$ cat config.mk
export PLATFORM = sky130hd
export DESIGN_NAME = button_press_event_detector
export DESIGN_NICKNAME = d
export VERILOG_FILES = /design/src/sv/bped_pkg.sv /design/src/sv/button_press_event_detector.sv
export SDC_FILE = /design/constraint.sdc
export NUM_CORES = 1
export LEC_CHECK = 0
export BUFFER_PORTS_ARGS = -buffer_cell sky130_fd_sc_hd__buf_2
export CORE_MARGIN = 5
export CORE_UTILIZATION = 35
export CTS_CLUSTER_DIAMETER = 40
export CTS_CLUSTER_SIZE = 25
export DETAILED_ROUTE_END_ITERATION = 8
export PLACE_DENSITY = 0.55
export SLEW_MARGIN = 20
export SYNTH_ARGS = -nofsm -noshare
export SYNTH_HDL_FRONTEND = slang
export SYNTH_SLANG_ARGS = --single-unit
$ cat constraint.sdc
create_clock -name clock -period 8.3 [get_ports clock]
set_input_delay 0.415 -clock clock [delete_from_list [all_inputs] [get_ports clock]]
set_output_delay 0.415 -clock clock [all_outputs]
set_load 0.02 [all_outputs]
$ cat src/sv/bped_pkg.sv
`default_nettype none
// ----------------------------------------------------------------------------
// bped_pkg
// Shared types, register indexes and reset values for the button press
// event detector.
// ----------------------------------------------------------------------------
package bped_pkg;

   localparam int MAX_EXTRA_READS_DEF = 15;
   localparam int TIME_BITS_DEF       = 32;

   localparam int CSR_INDEX_BITS = 3;
   localparam int CSR_DATA_BITS  = 31;

   localparam int REPEAT_BITS = 8;

   typedef enum logic [CSR_INDEX_BITS-1:0] {
      CSR_FILTER_MODE     = 3'd0,
      CSR_INVERT_INPUT    = 3'd1,
      CSR_EXTRA_READS     = 3'd2,
      CSR_SAMPLE_INTERVAL = 3'd3,
      CSR_STABLE_REPEATS  = 3'd4,
      CSR_DEBOUNCE        = 3'd5,
      CSR_LONG_PRESS      = 3'd6,
      CSR_TIMEOUT         = 3'd7
   } csr_index_type;

   typedef enum logic [1:0] {
      FILT_NONE  = 2'd0,
      FILT_AGREE = 2'd1,
      FILT_HARD  = 2'd2,
      FILT_OFF   = 2'd3
   } filter_mode_type;

   typedef enum logic [1:0] {
      ST_IDLE    = 2'd0,
      ST_PRESSED = 2'd1,
      ST_LONG    = 2'd2,
      ST_TIMEOUT = 2'd3
   } state_type;

   typedef enum logic [2:0] {
      EV_NONE    = 3'd0,
      EV_PRESS   = 3'd1,
      EV_LONG    = 3'd2,
      EV_TIMEOUT = 3'd3,
      EV_CLICK   = 3'd4
   } event_type;

   localparam logic [1:0]  FILTER_MODE_RST     = 2'd0;
   localparam logic        INVERT_INPUT_RST    = 1'b1;
   localparam logic [3:0]  EXTRA_READS_RST     = 4'd3;
   localparam logic [15:0] SAMPLE_INTERVAL_RST = 16'd10;
   localparam logic [7:0]  STABLE_REPEATS_RST  = 8'd5;
   localparam logic [30:0] DEBOUNCE_RST        = 31'd50;
   localparam logic [30:0] LONG_PRESS_RST      = 31'd1000;
   localparam logic [30:0] TIMEOUT_RST         = 31'd10000;

endpackage
`default_nettype wire

$ cat src/sv/button_press_event_detector.sv
`default_nettype none
// ----------------------------------------------------------------------------
// button_press_event_detector
// Debounces polled button reads and reports press, long press, timeout and
// click events.
// ----------------------------------------------------------------------------
// One poll per transaction, one result per poll. A poll is captured in an
// input register, filtered and run through the press state machine as it
// moves into an output register, where the result sits until taken.
// A new poll is accepted every cycle while results are drained.
// Configuration writes take effect at once and are meant to be made while
// no poll is in flight.
module button_press_event_detector #(
   parameter int MAX_EXTRA_READS = bped_pkg::MAX_EXTRA_READS_DEF,
   parameter int TIME_BITS       = bped_pkg::TIME_BITS_DEF
) (
   input  wire logic                                clock,
   input  wire logic                                reset,
   input  wire logic                                req_valid,
   output      logic                                req_ready,
   input  wire logic [31:0]                         req_now_ms,
   input  wire logic [31:0]                         req_pin_reads,
   output      logic                                rsp_valid,
   input  wire logic                                rsp_ready,
   output      logic [2:0]                          rsp_event_code,
   output      logic [1:0]                          rsp_button_state,
   output      logic                                rsp_level_accepted,
   input  wire logic                                csr_write_en,
   input  wire logic [bped_pkg::CSR_INDEX_BITS-1:0] csr_index,
   input  wire logic [bped_pkg::CSR_DATA_BITS-1:0]  csr_wdata
);
   import bped_pkg::*;

   localparam int TW = TIME_BITS;

   // configuration
   logic [1:0]             filter_mode_ff;
   logic                   invert_input_ff;
   logic [3:0]             extra_reads_ff;
   logic [15:0]            sample_interval_ff;
   logic [REPEAT_BITS-1:0] stable_repeats_ff;
   logic [30:0]            debounce_ff;
   logic [30:0]            long_press_ff;
   logic [30:0]            timeout_ff;

   // input stage
   logic        in_valid_ff, in_valid_in;
   logic [31:0] in_now_ff;
   logic [31:0] in_pins_ff;

   // detector state
   logic [TW-1:0]          press_start_ff, press_start_in;
   state_type              state_ff, state_in;
   logic [TW-1:0]          last_sample_ff, last_sample_in;
   logic [REPEAT_BITS-1:0] repeat_count_ff, repeat_count_in;
   logic                   ref_valid_ff, ref_valid_in;
   logic                   ref_bit_ff, ref_bit_in;

   // output stage
   logic      out_valid_ff, out_valid_in;
   event_type out_event_ff, out_event_in;
   state_type out_state_ff;
   logic      out_accepted_ff;

   logic advance;

   assign advance   = in_valid_ff && (!out_valid_ff || rsp_ready);
   assign req_ready = !in_valid_ff || advance;

   // ------------------------------------------------------------------
   // configuration writes
   // ------------------------------------------------------------------
   always_ff @(posedge clock) begin
      if (reset) begin
         filter_mode_ff     <= FILTER_MODE_RST;
         invert_input_ff    <= INVERT_INPUT_RST;
         extra_reads_ff     <= EXTRA_READS_RST;
         sample_interval_ff <= SAMPLE_INTERVAL_RST;
         stable_repeats_ff  <= STABLE_REPEATS_RST;
         debounce_ff        <= DEBOUNCE_RST;
         long_press_ff      <= LONG_PRESS_RST;
         timeout_ff         <= TIMEOUT_RST;
      end else if (csr_write_en) begin
         case (csr_index_type'(csr_index))
            CSR_FILTER_MODE:     filter_mode_ff     <= csr_wdata[1:0];
            CSR_INVERT_INPUT:    invert_input_ff    <= csr_wdata[0];
            CSR_EXTRA_READS:     extra_reads_ff     <= csr_wdata[3:0];
            CSR_SAMPLE_INTERVAL: sample_interval_ff <= csr_wdata[15:0];
            CSR_STABLE_REPEATS:  stable_repeats_ff  <= csr_wdata[REPEAT_BITS-1:0];
            CSR_DEBOUNCE:        debounce_ff        <= csr_wdata;
            CSR_LONG_PRESS:      long_press_ff      <= csr_wdata;
            CSR_TIMEOUT:         timeout_ff         <= csr_wdata;
            default: ;
         endcase
      end
   end

   // ------------------------------------------------------------------
   // input filter
   // ------------------------------------------------------------------
   logic [TW-1:0] now_t;
   logic [TW-1:0] since_sample;
   logic [3:0]    n_extra;
   logic [4:0]    grp_len;
   logic [31:0]   grp_mask;
   logic [31:0]   g1_bits, g2_bits;
   logic          g1_ok, g2_ok;
   logic          v_ok, v_bit;
   logic          sample_due;
   logic          lvl_valid, lvl_bit;

   assign now_t        = in_now_ff[TW-1:0];
   assign since_sample = now_t - last_sample_ff;

   always_comb begin
      if (32'(extra_reads_ff) > MAX_EXTRA_READS) begin
         n_extra = 4'(MAX_EXTRA_READS);
      end else begin
         n_extra = extra_reads_ff;
      end
      grp_len  = {1'b0, n_extra} + 5'd1;
      grp_mask = ~(32'hFFFF_FFFF << grp_len);
      g1_bits  = in_pins_ff & grp_mask;
      g2_bits  = (in_pins_ff >> grp_len) & grp_mask;
      g1_ok    = (g1_bits == 32'd0) || (g1_bits == grp_mask);
      g2_ok    = (g2_bits == 32'd0) || (g2_bits == grp_mask);
   end

   always_comb begin
      sample_due      = 32'(since_sample) >= 32'(sample_interval_ff);
      last_sample_in  = last_sample_ff;
      repeat_count_in = repeat_count_ff;
      ref_valid_in    = ref_valid_ff;
      ref_bit_in      = ref_bit_ff;
      v_ok            = g1_ok;
      v_bit           = in_pins_ff[0];
      lvl_valid       = 1'b0;
      lvl_bit         = in_pins_ff[0];
      case (filter_mode_type'(filter_mode_ff))
         FILT_NONE: begin
            lvl_valid = 1'b1;
         end
         FILT_AGREE: begin
            lvl_valid = g1_ok;
         end
         FILT_HARD: begin
            if (sample_due) begin
               last_sample_in = now_t;
               if (repeat_count_ff == '0) begin
                  ref_valid_in = g1_ok;
                  ref_bit_in   = in_pins_ff[0];
                  v_ok         = g2_ok;
                  v_bit        = g2_bits[0];
               end
               if (!(v_ok && ref_valid_in && (v_bit == ref_bit_in))) begin
                  repeat_count_in = '0;
               end else if (repeat_count_ff == stable_repeats_ff) begin
                  repeat_count_in = '0;
                  lvl_valid       = 1'b1;
                  lvl_bit         = ref_bit_in;
               end else begin
                  repeat_count_in = repeat_count_ff + 1'b1;
               end
            end
         end
         default: ;
      endcase
   end

   // ------------------------------------------------------------------
   // press state machine
   // ------------------------------------------------------------------
   logic          pressed;
   logic [TW-1:0] elapsed;
   logic [31:0]   elapsed_ext;
   logic          started;

   assign pressed     = lvl_bit ^ invert_input_ff;
   assign elapsed     = now_t - press_start_ff;
   assign elapsed_ext = 32'(elapsed);
   assign started     = press_start_ff != '0;

   always_comb begin
      state_in       = state_ff;
      press_start_in = press_start_ff;
      if (lvl_valid) begin
         if (pressed) begin
            if (state_ff == ST_IDLE && !started) begin
               press_start_in = now_t;
            end else if (elapsed_ext > {1'b0, timeout_ff}) begin
               state_in = ST_TIMEOUT;
            end else if (elapsed_ext > {1'b0, long_press_ff}) begin
               state_in = ST_LONG;
            end else if (elapsed_ext > {1'b0, debounce_ff}) begin
               state_in = ST_PRESSED;
            end
         end else if (started) begin
            state_in       = ST_IDLE;
            press_start_in = '0;
         end
      end
   end

   always_comb begin
      out_event_in = EV_NONE;
      if (state_in != state_ff) begin
         case (state_in)
            ST_PRESSED: out_event_in = EV_PRESS;
            ST_LONG:    out_event_in = EV_LONG;
            ST_TIMEOUT: out_event_in = EV_TIMEOUT;
            default:    out_event_in = EV_NONE;
         endcase
      end
      if (lvl_valid && !pressed && started &&
          elapsed_ext > {1'b0, debounce_ff} && elapsed_ext < {1'b0, long_press_ff}) begin
         out_event_in = EV_CLICK;
      end
   end

   // ------------------------------------------------------------------
   // pipeline registers
   // ------------------------------------------------------------------
   always_comb begin
      in_valid_in = in_valid_ff;
      if (req_valid && req_ready) begin
         in_valid_in = 1'b1;
      end else if (advance) begin
         in_valid_in = 1'b0;
      end
      out_valid_in = out_valid_ff;
      if (advance) begin
         out_valid_in = 1'b1;
      end else if (rsp_ready) begin
         out_valid_in = 1'b0;
      end
   end

   always_ff @(posedge clock) begin
      if (reset) begin
         in_valid_ff     <= 1'b0;
         out_valid_ff    <= 1'b0;
         press_start_ff  <= '0;
         state_ff        <= ST_IDLE;
         last_sample_ff  <= '0;
         repeat_count_ff <= '0;
         ref_valid_ff    <= 1'b0;
         ref_bit_ff      <= 1'b1;
      end else begin
         in_valid_ff  <= in_valid_in;
         out_valid_ff <= out_valid_in;
         if (advance) begin
            press_start_ff  <= press_start_in;
            state_ff        <= state_in;
            last_sample_ff  <= last_sample_in;
            repeat_count_ff <= repeat_count_in;
            ref_valid_ff    <= ref_valid_in;
            ref_bit_ff      <= ref_bit_in;
         end
      end
   end

   always_ff @(posedge clock) begin
      if (req_valid && req_ready) begin
         in_now_ff  <= req_now_ms;
         in_pins_ff <= req_pin_reads;
      end
      if (advance) begin
         out_event_ff    <= out_event_in;
         out_state_ff    <= state_in;
         out_accepted_ff <= lvl_valid;
      end
   end

   assign rsp_valid          = out_valid_ff;
   assign rsp_event_code     = out_event_ff;
   assign rsp_button_state   = out_state_ff;
   assign rsp_level_accepted = out_accepted_ff;

endmodule
`default_nettype wire

==> flow_summary.toml, run 1 <==
[clocking]
cts_tree = "done"
clk_latency_ns = 0.64
clk_pin_slew_ns = 0.06
htreeDepth = 2
numCtsBuffers = 60
root_buffer = "clkbuf_16"
clock_path_buffers = 3
clock_sinks = 272
cts_resized = 0

[yosys]
synth.cell_area_um2 = 19700
synth.distinct_cells = 115
ys.flop_type = "dfxtp_1"
ys_seq_area_frac = 0.312
synthTopCellsByArea = "dfxtp_1 (21%), ha_1 (11%), edfxtp_1 (11%), a21oi_1 (6.5%), nand2_1 (6.4%)"
yosysWarnings = 0
avgSynthCellArea_um2 = 8.35
synthArstFlopShare = 0
synth_edf_count = 70
synth_fp_nets = 2640
synthMostInstantiatedCell = "nand2_1"
yosysTopAreaCellShare = 0.205
synth.largest_area_cell = "dfxtp_1"
ys_seq_elements = 272
postSynthCellCount = 2358
netlist_top_cells_count = "nand2_1 (334), a21oi_1 (257), inv_1 (215)"

[setup_path]
worst_ep_required_time_ns = 8.69
critPathSlowestCell = "a31oi_1"
crit_arrival_ns = 7.11
critical_path_class = "flop to flop"
endpoint_kind = "flop"
cp_top_family = "compound AO/OA/AOI/OAI gates"
r2r_slack_ns = 1.59
crit_fanout = 5
crit_buf_inv = 2
reg2reg_to = "rsp_button_state[1]$_DFFE_PP_"
slowest_delay_ns = 0.54
critPathLaunchType = "flop"
ff2ff_path_depth = 27
cp_common_cell = "o21a_1"
reg2reg_from = "in_now_ff[0]$_DFFE_PP_"

[routing]
wl_met2_mm = 31.9
vias = 18200
drt_iter0_drc = 1417
viasPerCell = 5.51
drc = 0
wl_met1_mm = 28.5
met3_length_mm = 3.39
topRoutingLayerUsed = "met4"
wl_mm = 66.2
wire_per_inst_um = 20.0
detail-route-antenna-nets = 0
dr.pass1.iters = 6

[placed_design]
place.port_buffers = 110
place_congestion = 0.931
dp_hpwl_mm = 49.3

[timing]
post-route-period-util = 0.809
hold_viol_final = 0
grt_setup_unrepaired = "false"
finalSetupTns_ns = 0
hold-worst-slack_ns = 0.0324
relSlewSlack = 0.406
worst_pin_slew_ns = 0.879
fmax_mhz = 149
slew_violations = 0
clock-skew-final_ns = 0.0353
period_needed_ns = 6.71
setup-violations-final = 0

[floorplan]
initial_core_util = 0.351
rows = 87
die_w_um = 247
dieArea_um2 = 61100
core_um2 = 56100
die_h_um = 247
io_pins = 111

[finish]
syn_to_final_growth_pct = 19.3
drive_above_1_share = 0.129
nets = 2781
antennaDiodeCount = 0
fillers = 5605

[grt]
grt_pass1_vias = 17900
grt_pass1_wl_mm = 103
grtUsageTotal = 0.213
grt.overflow.total = 0
antenna_found_initial = 0
grt_max_degree = 64

[power_and_ir_drop]
power_leakage_nw = 8.80
peakVddDrop_uv = 178
p_per_area_nw_per_um2 = 212

[run_status]
status = "complete, no violations"

[job]
drv_cap = 0

[min_path]
hold_path.class = "input pin to flop"
hp-start = "csr_wdata[26]"
holdPathStages = 3
holdPathEnd = "debounce_ff[26]$_SDFFE_PP0P_"
## layout make-up
class | count | area (um2) | share of cell area
Sequential cell | 272 | 6150 | 0.262
Timing Repair Buffer | 201 | 1410 | 0.0600
Clock buffer | 66 | 1570 | 0.0666
Inverter | 215 | 807 | 0.0344
Clock inverter | 48 | 563 | 0.0240
Multi-Input combinational cell | 1749 | 12100 | 0.513
Tap cell | 756 | 946 | 0.0403
## per-layer routing
layer,up-vias,GRT usage
met5,-,0
met4,0,0.0796
met3,137,0.0320
met2,540,0.365
met1,8720,0.271
li1,8821,-
## sequential cells by signal, summed over array words and instances, names as in the netlist
| signal | cells |
|---|---|
| in_now_ff | 32 |
| stable_repeats_ff | 8 |
| timeout_ff | 31 |
| rsp_button_state | 2 |
| rsp_valid | 1 |
| ref_valid_ff | 1 |
| sample_interval_ff | 16 |
| extra_reads_ff | 4 |
| filter_mode_ff | 2 |
| state_ff | 2 |
| ref_bit_ff | 1 |
| last_sample_ff | 32 |
| in_valid_ff | 1 |
| repeat_count_ff | 8 |
| debounce_ff | 31 |
| rsp_level_accepted | 1 |
| long_press_ff | 31 |
| rsp_event_code | 3 |
| in_pins_ff | 32 |
| invert_input_ff | 1 |
| press_start_ff | 32 |
## logic make-up after synthesis
group,after synthesis,share of synthesized area
multiplexers,98,0.0720
flip-flops,272,0.312
buffers and inverters,337,0.0774
XOR/XNOR,61,0.0275
adder cells (fa/ha/maj),179,0.114
AO/OA/AOI/OAI,663,0.217
AND/OR/NAND/NOR,748,0.179
## repair_timing
item | CTS | global route
setup buffers | 0 | 0
hold buffers | 69 | 0
endpoints found under the hold margin | 70 | 0
## worst max-delay path by stage
stage	start	to	slack, ns	cells past startpoint
2_1_floorplan	in_now_ff[0]$_DFFE_PP_	rsp_button_state[1]$_DFFE_PP_	2.48	27
3_3_place_gp	in_now_ff[0]$_DFFE_PP_	rsp_button_state[1]$_DFFE_PP_	1.72	27
3_5_place_dp	in_now_ff[0]$_DFFE_PP_	rsp_button_state[1]$_DFFE_PP_	1.59	27
4_1_cts	in_now_ff[0]$_DFFE_PP_	rsp_button_state[1]$_DFFE_PP_	1.60	27
5_1_grt	in_now_ff[0]$_DFFE_PP_	rsp_button_state[1]$_DFFE_PP_	1.14	27
6_report	in_now_ff[0]$_DFFE_PP_	rsp_button_state[1]$_DFFE_PP_	1.59	27
## worst min-delay path, cell delays in order
cell     delay (ns)
buf_2          0.11
nand2_1        0.05
a21oi_1        0.05
## metrics by stage
| stage | worst slack (ns) | cells | power, mW | utilization | area, um2 |
|---|---|---|---|---|---|
| floorplan | 2.48 | 2358 | 2.19 | - | 19700 |
| global route | 1.14 | 3307 | 5.21 | 0.419 | 23500 |
| detailed placement | 1.59 | 3124 | 2.49 | 0.369 | 20700 |
| CTS | 1.60 | 3307 | 5.02 | 0.419 | 23500 |
| finish | 1.59 | 3307 | 4.97 | 0.419 | 23500 |
| global placement | 1.72 | 3124 | 2.47 | 0.369 | 20700 |
## power breakdown
part           switching, mW  internal (mW)  total, mW  leakage (nW)
clock                  0.929           1.54       2.47          1.03
combinational          0.609          0.411       1.02          5.45
sequential            0.0622           1.42       1.48          2.32
## layout by cell type (no fill, tap or decap), types with 54 or more instances in the layout
cell type	instances
inv_1	214
clkbuf_16	61
edfxtp_1	70
a21o_1	57
mux2i_1	54
o21ai_0	97
dfxtp_1	200
ha_1	177
nand2_1	334
nand3_1	101
dlygate4sd3_1	69
a21oi_1	257
buf_2	109
nor2_1	97
Note: power is estimated with default switching activity, not from simulation.
==> inputs of run 2 (changes only) <==
--- a/config.mk
+++ b/config.mk
@@ -11,7 +11,7 @@
 export CTS_CLUSTER_DIAMETER = 40
 export CTS_CLUSTER_SIZE = 25
 export DETAILED_ROUTE_END_ITERATION = 8
-export PLACE_DENSITY = 0.55
+export PLACE_DENSITY = 0.56
 export SLEW_MARGIN = 20
 export SYNTH_ARGS = -nofsm -noshare
 export SYNTH_HDL_FRONTEND = slang
==> constraint.sdc (replaced) <==
create_clock -name clock -period 5.7 [get_ports clock]
set_input_delay 0.285 -clock clock [delete_from_list [all_inputs] [get_ports clock]]
set_output_delay 0.285 -clock clock [all_outputs]
set_load 0.02 [all_outputs]
==> run 2 against run 1 <==
Setup slack worse by 1.4 ns. Sequential power grew 45%. Non-clock buffer count increased by 129. Largest cell class unchanged. Highest routed layer unchanged.
==> flow_summary.toml, run 2 (synthesis results as in run 1) <==
[clocking]
numCtsBuffers = 54
cts_tree = "done"
clk_pin_slew_ns = 0.06
root_buffer = "clkbuf_16"
htreeDepth = 2
clock_sinks = 272
clk_latency_ns = 0.60
clock_path_buffers = 3

[finish]
nets = 2904
mostFrequentLayoutCells = "nand2_1 (333), a21oi_1 (250), inv_1 (211)"
antennaDiodeCount = 0
stdcell_count = 3423
drive_above_1_share = 0.180
layout_commonest_cell = "nand2_1"
syn_to_final_growth_pct = 25.5
fillers = 5521

[floorplan]
die_h_um = 247
die_w_um = 247
initial_core_util = 0.351
dieArea_um2 = 61100
rows = 87
io_pins = 111
core_um2 = 56100

[grt]
grt.overflow.total = 0
grtUsageTotal = 0.218
grt_pass1_vias = 18400
grt_max_degree = 65
antenna_found_initial = 0
grt_pass1_wl_mm = 106

[timing]
grt_setup_unrepaired = "true"
period_needed_ns = 5.56
setup-violations-final = 0
slew_violations = 0
fmax_mhz = 180
post-route-period-util = 0.976
clock-skew-final_ns = 0.0287
worst_pin_slew_ns = 1.06
relSlewSlack = 0.290
hold_viol_final = 0

[placed_design]
dp.cells = 3218
dp_hpwl_mm = 50.1
place.port_buffers = 110
place_congestion = 0.940

[routing]
viasPerCell = 5.49
drc = 0
drt_iter0_drc = 1391
wire_per_inst_um = 20.0
met3_length_mm = 3.46
wl_mm = 68.4
vias = 18800
detail-route-antenna-nets = 0
wl_met2_mm = 33.1
topRoutingLayerUsed = "met4"
dr.pass1.iters = 5
wl_met1_mm = 29.7

[min_path]
hold_path.class = "input pin to flop"

[setup_path]
slowest_delay_ns = 0.42
critical_path_class = "flop to flop"
crit_buf_inv = 3
crit_arrival_ns = 5.91
endpoint_kind = "flop"
crit_fanout = 3
critPathSlowestCell = "o41ai_4"
worst_ep_required_time_ns = 6.05
critPathLaunchType = "flop"
cp_top_family = "compound AO/OA/AOI/OAI gates"

[power_and_ir_drop]
peakVddDrop_uv = 217
power_leakage_nw = 9.44
p_per_area_nw_per_um2 = 287
power_mw = 7.09

[job]
drv_cap = 0

[run_status]
status = "complete, no violations"
==> run 2: changes by cell type in the layout (fill, tap and decap cells not counted), moves of 5 or more <==
cell / before / now
buf_4: 23 / 126
dlygate4sd3_1: 69 / 90
a21oi_1: 257 / 250
a21oi_2: 3 / 10
xnor2_1: 35 / 28
xnor2_2: 0 / 7
ha_1: 177 / 171
ha_4: 0 / 6
inv_6: 13 / 7
o21ai_0: 97 / 91
inv_8: 12 / 7
nor2_1: 97 / 92
==> run 2: area by class of cell <==
type                            count  area (um2)  share of cell area
Sequential cell                   272        6150               0.249
Tap cell                          756         946              0.0383
Multi-Input combinational cell   1749       12500               0.506
Clock inverter                     35         348              0.0141
Inverter                          215         807              0.0326
Clock buffer                       66        1490              0.0603
Timing Repair Buffer              330        2480               0.100
==> run 2: power by group <==
group          internal [mW]  switching [mW]
Combinational          0.770           0.974
Sequential              2.07          0.0880
Clock                   2.03            1.17
Total                   4.86            2.23
==> run 2: routing by layer <==
metal  global-route usage  vias to the layer above
met5                    0                        -
li1                     -                     9048
met1                0.282                     9038
met3               0.0272                      139
met4               0.0702                        0
met2                0.378                      567
==> run 2: through the flow <==
stage                     setup WS, ns  area, um2   util  hold WS [ns]  setup TNS (ns)
final                            0.139      24700  0.441        0.0379               0
after global routing            -0.285      24700  0.441        0.0266           -1.02
after CTS                      0.00682      24300  0.434       0.00505               0
after detailed placement        -0.436      21400  0.382         0.449           -1.89
after global placement          -0.403      21400  0.382         0.444           -1.66
after floorplan                 0.0478      19700      -         0.384               0
==> run 2: worst register-to-register path, delay by kind of cell (launching register included) <==
| family | cells | cell delay, ns |
|---|---|---|
| AND/OR/NAND/NOR | 8 | 1.21 |
| XOR/XNOR | 1 | 0.10 |
| flip-flops | 1 | 0.39 |
| AO/OA/AOI/OAI | 11 | 2.61 |
| buffers and inverters | 3 | 0.28 |
| adder cells (fa/ha/maj) | 3 | 0.74 |
==> run 2: path summary, 6_finish.rpt <==
check / to / slack [ns] / depth (start not counted) / startpoint
worst max-delay path: rsp_event_code[1]$_SDFFCE_PP0P_ / 0.14 / 26 / in_now_ff[0]$_DFFE_PP_
worst min-delay path: long_press_ff[10]$_SDFFE_PP0P_ / 0.04 / 3 / csr_wdata[10]
worst max register to register: rsp_event_code[1]$_SDFFCE_PP0P_ / 0.14 / 26 / in_now_ff[0]$_DFFE_PP_
worst min register to register: debounce_ff[28]$_SDFFE_PP0P_ / 0.45 / 2 / debounce_ff[28]$_SDFFE_PP0P_
==> run 2: timing repair <==
item                       4_1_cts  5_1_grt
hold buffers                    90        0
hold endpoints to repair       125        0
pin swaps                       13       47
resized for setup               25       61
gates cloned                     0        1
setup endpoints to repair        7       40
setup buffers                    4       10
==> inputs of run 3 (changes only) <==
--- a/config.mk
+++ b/config.mk
@@ -11,6 +11,7 @@
 export CTS_CLUSTER_DIAMETER = 40
 export CTS_CLUSTER_SIZE = 25
 export DETAILED_ROUTE_END_ITERATION = 8
+export MAX_ROUTING_LAYER = met4
 export PLACE_DENSITY = 0.56
 export SLEW_MARGIN = 20
 export SYNTH_ARGS = -nofsm -noshare
==> run 3 against run 2 <==
The run now ends with setup timing left. Setup slack worse by 0.16 ns. Clock power up 3%. Wire length down 0.51%. Sequential share of layout area down 0.093 points. Combinational power about the same. Sequential power about the same. First-iteration DRC count down 10%. Highest routed layer unchanged.
==> flow_summary.toml, run 3 (synthesis results as in run 1) <==
[run_status]
status = "complete, but fails checks"
violations = "setup timing"

[clocking]
clock_sinks = 272
clk_pin_slew_ns = 0.05
clock_path_buffers = 3
root_buffer = "clkbuf_16"
cts_tree = "done"
htreeDepth = 2
numCtsBuffers = 57
clk_latency_ns = 0.62

[finish]
drive_above_1_share = 0.181
mostFrequentLayoutCells = "nand2_1 (333), a21oi_1 (251), inv_1 (211)"
nets = 2922
antennaDiodeCount = 0
stdcell_count = 3444
layout_commonest_cell = "nand2_1"
syn_to_final_growth_pct = 26.0

[timing]
slew_violations = 0
finalSetupTns_ns = -0.0316
grt_setup_unrepaired = "true"
relSlewSlack = 0.263
setup-violations-final = 2
post-route-period-util = 1.00
hold-worst-slack_ns = 0.0320
period_needed_ns = 5.72
hold_viol_final = 0
clock-skew-final_ns = 0.0334
fin_ws_ns = -0.0234
fmax_mhz = 175
worst_pin_slew_ns = 1.08

[min_path]
hold_path.class = "input pin to flop"

[power_and_ir_drop]
power_leakage_nw = 9.49
p_switching_mw = 2.27
seq_power_share = 0.299
peakVddDrop_uv = 244
internal-power_mw = 4.92
p_per_area_nw_per_um2 = 290
pwr-share-clk = 0.460
comb_power_share = 0.241
p_sw_frac = 0.316

[placed_design]
place_congestion = 0.944
dp.cells = 3222
dp_hpwl_mm = 50.0
place.port_buffers = 110
dp_worst_setup_slack_ns = -0.590

[grt]
grtUsageTotal = 0.221
grt_pass1_vias = 18300
grt.overflow.total = 0
antenna_found_initial = 0
grt_pass1_wl_mm = 105
grt_max_degree = 94

[floorplan]
dieArea_um2 = 61100
rows = 87
initial_core_util = 0.351
core_um2 = 56100
die_h_um = 247
io_pins = 111
die_w_um = 247

[routing]
drt_iter0_drc = 1245
dr.pass1.iters = 5
detail-route-antenna-nets = 0
viasPerCell = 5.46
wire_per_inst_um = 19.8
vias = 18800
wl_mm = 68.0
drc = 0

[setup_path]
cp_common_cell = "o21a_1"
critPathSlowestCell = "edfxtp_1"
worst_ep_required_time_ns = 6.06
crit_fanout = 3
slowest_delay_ns = 0.40
r2r_slack_ns = -0.02
critPathLaunchType = "flop"
critical_path_class = "flop to flop"
endpoint_kind = "flop"
crit_arrival_ns = 6.08

[job]
drv_cap = 0
-- run 3: power groups by stage --
stage               Clock, mW  Combinational [mW]  Sequential [mW]
global placement            0                1.53             2.19
CTS                      3.37                1.65             2.15
finish                   3.31                1.73             2.15
floorplan                   0                1.04             2.15
global route             3.46                1.90             2.16
detailed placement          0                1.55             2.19
-- run 3: worst paths after layout --
check | start | end | cells past startpoint
max | in_now_ff[0]$_DFFE_PP_ | rsp_button_state[1]$_DFFE_PP_ | 28
min | csr_wdata[5] | stable_repeats_ff[5]$_SDFFE_PP0P_ | 3
max reg2reg | in_now_ff[0]$_DFFE_PP_ | rsp_button_state[1]$_DFFE_PP_ | 28
min reg2reg | long_press_ff[15]$_SDFFE_PP0P_ | long_press_ff[15]$_SDFFE_PP0P_ | 2
-- run 3: layer usage --
layer	track usage	part of all wire	up-vias
met5	-	0	-
met4	0.0594	0.027	0
met3	0.0256	0.047	114
met2	0.371	0.48	519
met1	0.286	0.45	9059
li1	-	-	9107
-- run 3: timing repair --
item	4_1_cts	5_1_grt
hold buffers	90	0
pin swaps	24	45
resized for setup	31	39
endpoints found under the setup margin	6	40
endpoints found under the hold margin	127	0
gates cloned	0	3
buffers inserted	8	14
-- run 3: layout make-up --
type / instances / area [um2]
clock buffer: 69 / 1500
clock inverter: 38 / 423
fill: 5512 / 31200
inverter: 215 / 807
multi-input combinational: 1749 / 12400
sequential: 272 / 6150
tap: 756 / 946
timing repair buffer: 345 / 2610
-- run 3: per-stage QoR --
stage / power (mW) / util / cell area (um2)
after floorplan: 3.19 / - / 19700
after global placement: 3.72 / 0.383 / 21400
after detailed placement: 3.74 / 0.383 / 21400
after CTS: 7.18 / 0.437 / 24500
after global routing: 7.52 / 0.443 / 24800
final: 7.19 / 0.443 / 24800
-- run 3: worst max-delay path, delay by kind of cell, from the launching register on --
| family | cells | cell delay, ns |
|---|---|---|
| AND/OR/NAND/NOR | 4 | 0.61 |
| flip-flops | 1 | 0.40 |
| adder cells (fa/ha/maj) | 3 | 0.68 |
| buffers and inverters | 3 | 0.27 |
| AO/OA/AOI/OAI | 17 | 3.38 |
| XOR/XNOR | 1 | 0.15 |
